### src/hdl/assert_macros.svh
// Assertion macros shared by the frame store writer RTL.
// Depends on a clock named clk and an active-high reset named rst in the using module.
`ifndef ASSERT_MACROS_SVH
`define ASSERT_MACROS_SVH

// The expression holds at every clock edge outside reset.
`define ASSERT_ALWAYS(label, expr, msg) \
  label: assert property (@(posedge clk) disable iff (rst) (expr)) else $error(msg);

// When the antecedent holds, the consequent holds at the following clock edge.
`define ASSERT_NEXT(label, ante, cons, msg) \
  label: assert property (@(posedge clk) disable iff (rst) (ante) |=> (cons)) else $error(msg);

`endif

### src/hdl/mfbw_pkg.sv
// Types and constants of the monochrome frame store pixel writer.
// No dependencies; used by every module of the block.
package mfbw_pkg;

  localparam int X_W     = 9;
  localparam int Y_W     = 9;
  localparam int COLOR_W = 16;
  localparam int INDEX_W = 14;
  localparam int BYTE_W  = 8;

  localparam logic [COLOR_W-1:0] WHITE_THRESHOLD = 16'h7FFF;
  localparam logic [BYTE_W-1:0]  BLANK_BYTE      = 8'hFF;
  localparam logic [BYTE_W-1:0]  TOP_BIT_MASK    = 8'h80;

  typedef enum logic [0:0] {
    CMD_WRITE_PIXEL = 1'b0,
    CMD_READ_BYTE   = 1'b1
  } cmd_t;

  typedef struct packed {
    cmd_t               command;
    logic [X_W-1:0]     pixel_x;
    logic [Y_W-1:0]     pixel_y;
    logic [COLOR_W-1:0] pixel_color;
    logic [INDEX_W-1:0] read_index;
  } req_t;

  typedef struct packed {
    logic [BYTE_W-1:0]  byte_value;
    logic [INDEX_W-1:0] byte_index_echo;
  } rsp_t;

  typedef struct packed {
    logic               is_read;
    logic               wr_ok;
    logic               white;
    logic [BYTE_W-1:0]  bit_mask;
    logic               read_ok;
    logic [INDEX_W-1:0] index_echo;
  } op_t;

endpackage

### src/hdl/mfbw_decode.sv
// Decodes one request into a frame store address, a bit mask and control flags.
// Depends on mfbw_pkg.
module mfbw_decode #(
  parameter int PANEL_WIDTH  = 400,
  parameter int PANEL_HEIGHT = 300,
  parameter int FRAME_DEPTH  = 15000,
  parameter int ADDR_W       = 14
) (
  input  mfbw_pkg::req_t      req,
  output mfbw_pkg::op_t       op,
  output logic [ADDR_W-1:0]   addr
);

  localparam int ROWS      = PANEL_HEIGHT / 4;
  localparam int IDX_BOUND = (PANEL_WIDTH / 2) * ROWS + ROWS + 1;
  localparam int IDX_W     = (IDX_BOUND > 2) ? $clog2(IDX_BOUND) : 1;

  logic [9:0]       flip_y;
  logic [IDX_W-1:0] pix_index;
  logic             in_panel;
  logic             index_ok;
  logic             is_read;

  assign flip_y    = 10'(PANEL_HEIGHT - 1) - {1'b0, req.pixel_y};
  assign pix_index = IDX_W'(req.pixel_x[8:1]) * IDX_W'(ROWS) + IDX_W'(flip_y[9:2]);
  assign in_panel  = (32'(req.pixel_x) < 32'(PANEL_WIDTH)) &&
                     (32'(req.pixel_y) < 32'(PANEL_HEIGHT));
  assign index_ok  = 32'(pix_index) < 32'(FRAME_DEPTH);
  assign is_read   = (req.command == mfbw_pkg::CMD_READ_BYTE);

  always_comb begin
    op.is_read    = is_read;
    op.wr_ok      = !is_read && in_panel && index_ok;
    op.white      = req.pixel_color >= mfbw_pkg::WHITE_THRESHOLD;
    op.bit_mask   = mfbw_pkg::TOP_BIT_MASK >> {flip_y[1:0], req.pixel_x[0]};
    op.read_ok    = 32'(req.read_index) < 32'(FRAME_DEPTH);
    op.index_echo = req.read_index;
    addr          = is_read ? ADDR_W'(req.read_index) : ADDR_W'(pix_index);
  end

endmodule

### config.mk
export PLATFORM = sky130hd
export DESIGN_NAME = mfbw_decode
export DESIGN_NICKNAME = d
export VERILOG_FILES = /design/src/hdl/assert_macros.svh /design/src/hdl/mfbw_pkg.sv /design/src/hdl/mfbw_decode.sv
export SDC_FILE = /design/constraint.sdc
export NUM_CORES = 1
export LEC_CHECK = 0
export ABC_AREA = 1
export BUFFER_PORTS_ARGS = -buffer_cell sky130_fd_sc_hd__clkbuf_2
export CORE_ASPECT_RATIO = 1.4
export CORE_UTILIZATION = 25
export DETAILED_ROUTE_END_ITERATION = 16
export PLACE_DENSITY = 0.54
export SLEW_MARGIN = 20
export SYNTH_ARGS = -nofsm -noshare
export SYNTH_HDL_FRONTEND = slang
export SYNTH_SLANG_ARGS = --single-unit
### constraint.sdc
create_clock -name vclk -period 4.92
set_input_delay 0.246 -clock vclk [all_inputs]
set_output_delay 0.246 -clock vclk [all_outputs]
set_load 0.005 [all_outputs]
* Word-level counts from Yosys, hierarchy flattened
Index checks and enable logic that the tools add are counted.
Word-level totals: word-level logic and storage cells 14, output and inout port bits 40, register bits 0
Cells by class: shift operators 1, add/sub/neg operators 2, reduce and logical (&&, ||, !) cells 4, multiplexer cells 1, $lt $le $gt $ge 5, $mul 1
Operators by type and width (number):
- $lt A14 B14 Y1 const B | 2
- $lt A9 B9 Y1 const B | 2
- $ge A16 B15 Y1 const B | 1
- $add A14 B8 Y14 | 1
- $mul A8 B7 Y14 const B | 1
- $mux W14 | 1
- $sub A9 B9 Y10 const A | 1
- $shr A8 B3 Y8 const A | 1
- $logic_and A1 B1 Y1 | 3
- $logic_not A1 Y1 | 1

* Logic depth before layout (Yosys ltp)
depth in word-level cells 4, gate-level depth with buffers 22, mapped depth without buffers 22

* Worst setup path before layout
No wires, ideal clock.
path type input port to output port, from input req[32] (netlist bit), to output op[24] (netlist bit), stages 22, setup slack 1.283 ns, arrival 3.391 ns, buffers on the path 0, cell sequence ha_1 > o21ai_0 > nand3b_1 > xor2_1 > fa_1 > inv_1 > ha_1 > inv_1 > fa_1 > inv_1 > ha_1 > nand2_1 > nand2_1 > inv_1 > nand2_1 > nand2_1 > nand3_1 > nand2_1 > nand2_1 > nand2_1 > nor2_1 > a21oi_1
RTL lines:
- start: declaration | RTL line mfbw_decode.sv:9 | input mfbw_pkg::req_t req,
- end: declaration | RTL line mfbw_decode.sv:10 | output mfbw_pkg::op_t op,

==> impl_metrics.yaml <==
sta:
  finalHoldViolCount: 0
  slew_violations: 0
  setup_viol: 0
  max_slew_margin_pct: 70.6
  final.setup.tns_ns: 0
  worst_pin_slew_ns: 0.440
  fin_crit_sh_pct: 85.0
  fmax_ghz: 0.239
  rsz0062_at_grt: "no"
  period_minus_slack_ns: 4.18
power:
  ir_worst_vdd_mv: 0.103
  power_density_nw_per_um2: 311
  p_leak_nw: 1.59
placed_design:
  portBuffers: 89
  routabilityCongestion: 0.801
  placed_area_um2: 2500
  dp_cells: 493
  dp_hpwl_mm: 4.92
drt:
  dr.pass1.iters: 4
  wl_per_cell_um: 10.6
  num_vias: 2117
  wl_met1_mm: 2.12
  via_per_inst: 4.29
  drc_errors: 0
  drtIter0Drc: 56
  ant_nets: 0
  wl_met2_mm: 2.76
  drt-total-wl_mm: 5.24
  wl_met3_um: 298
  routed.top_layer: "met4"
global_routing:
  antenna_found_initial: 0
  grt_first_pass_wirelength_mm: 8.98
  grt_max_degree: 19
  grt-ovfl-total: 0
  gr-usage-all-layers_pct: 12.7
  first_global_vias: 2148
run_status:
  outcome: "finished, final reports clean"
job:
  cap_violations: 0
layout:
  clkbuf_count: 0
  synthToLayoutAreaGrowth_pct: 21.3
  nNetsFinal: 499
  drive_above_1_share_pct: 26.2
  antenna_cells: 0
  fin_area_um2: 2500
  multi_input_area_um2: 1620
  nFillCells: 922
  final_cell_count_no_fill: 493
  seq_area_um2: 0
  finish.utilization_pct: 31.7
  seq_cell_count: 0
floorplanning:
  die-area_um2: 8630
  core_um2: 7890
  dieWidth_um: 78.8
  ios: 89
  fp.dieH_um: 109
  rows: 38
  initial_core_util_pct: 26.1
setup_path:
  cp-start-kind: "primary input"
  endpoint_kind: "output port"
  worstPathArrival_ns: 3.94
  criticalPathCategory: "in -> out"
  critPathMaxFanout: 5
  cp.required_ns: 4.67
logic_synthesis:
  synth_top_area_cell: "ha_1"
  yosysUniqueCellTypes: 28
  synth_top_cell_area_share_pct: 24.3
  synth-warning-count: 0
  synth_area_leaders: "ha_1, inv_1, fa_1"
  netlist_instances: 322
  avgSynthCellArea_um2: 6.41
  synth_area_um2: 2060
  yosysSeqAreaShare_pct: 0
  synth_nets: 426
worst_hold_path:
  min_path_type: "in -> out"
cts:
  hold_buffers: 0
  ctsResizeCount: 0
  post_cts.repair.setup_buffers: 0
[area by class of cell]
class,count,share of cell area [%]
multi-input combinational,220,64.6
inverter,84,12.7
tap,100,5.00
timing repair buffer,89,17.8
[path summary, 6_finish.rpt]
| check | start | to | cells after the start |
|---|---|---|---|
| worst max-delay path | req[32] | op[24] | 24 |
| worst min-delay path | req[9] | op[9] | 2 |
[where the power goes]
group	internal, W	leakage, nW	switching (W)
clock	0	0	0
combinational	0.000306	1.59	0.000473
sequential	0	0	0
[worst max-delay path: stages]
cell	delay [ns]
clkbuf_2	0.11
ha_1	0.22
o21ai_0	0.32
nand3b_1	0.14
xor2_1	0.18
fa_1	0.49
inv_1	0.04
ha_1	0.26
inv_1	0.05
fa_1	0.53
inv_1	0.04
ha_1	0.35
nand2_2	0.13
inv_1	0.06
nand3_1	0.11
nand2_1	0.06
nand2_1	0.07
nand2_1	0.05
nand2_1	0.06
nand2_1	0.05
nand2_1	0.06
nand2_1	0.06
a21oi_1	0.13
clkbuf_2	0.13
[layer usage]
metal  vias up  track usage [%]
met5         -                0
met1       911             12.9
met3         4             1.49
li1       1130                -
met2        72             27.6
met4         0             1.46
[synth_stat cells, types with 7 or more instances]
cell type / instances
inv_1: 83
nand4_1: 7
nand2_1: 74
nor3_1: 8
nand3_1: 16
buf_4: 15
nor2_1: 13
o21ai_0: 9
nand2_2: 7
ha_1: 40
a21oi_1: 7
fa_1: 15
[logic make-up after synthesis]
| logic type | synth area share (%) |
|---|---|
| AOI/OAI and AO/OA | 7.22 |
| xor gates and xnor gates | 3.82 |
| adders and majority gates | 38.8 |
| buffers and inverters | 21.7 |
| and+or+nand+nor | 28.4 |
[per-stage QoR]
| stage | hold WS [ns] | worst slack (ns) | power (W) |
|---|---|---|---|
| after floorplan | 0.522 | 1.28 | 0.000604 |
| after global placement | 0.680 | 0.714 | 0.000787 |
| after detailed placement | 0.679 | 0.663 | 0.000793 |
| after CTS | 0.679 | 0.659 | 0.000797 |
| after global routing | 0.686 | 0.342 | 0.000922 |
| final | 0.677 | 0.737 | 0.000779 |
[cells in the final DEF, fill, tap and decap left out]
master and instances:
xor2_1 4, inv_1 83, xnor2_1 5, o41ai_1 1, ha_1 40, a21oi_2 1, nand3_2 1, clkbuf_2 89
nand4_1 7, nor3_1 8, nand2_2 7, o311ai_0 1, nand3_1 16, fa_1 15, nor2_1 13, clkinv_2 1
a31oi_1 3, nand3b_1 1, a21boi_0 1, a21o_1 1, o2111ai_1 1, nand2_4 2, a21oi_1 7, nand2_1 74
o21ai_0 9, nor2_2 2
Note: power is estimated with default switching activity, not from simulation.
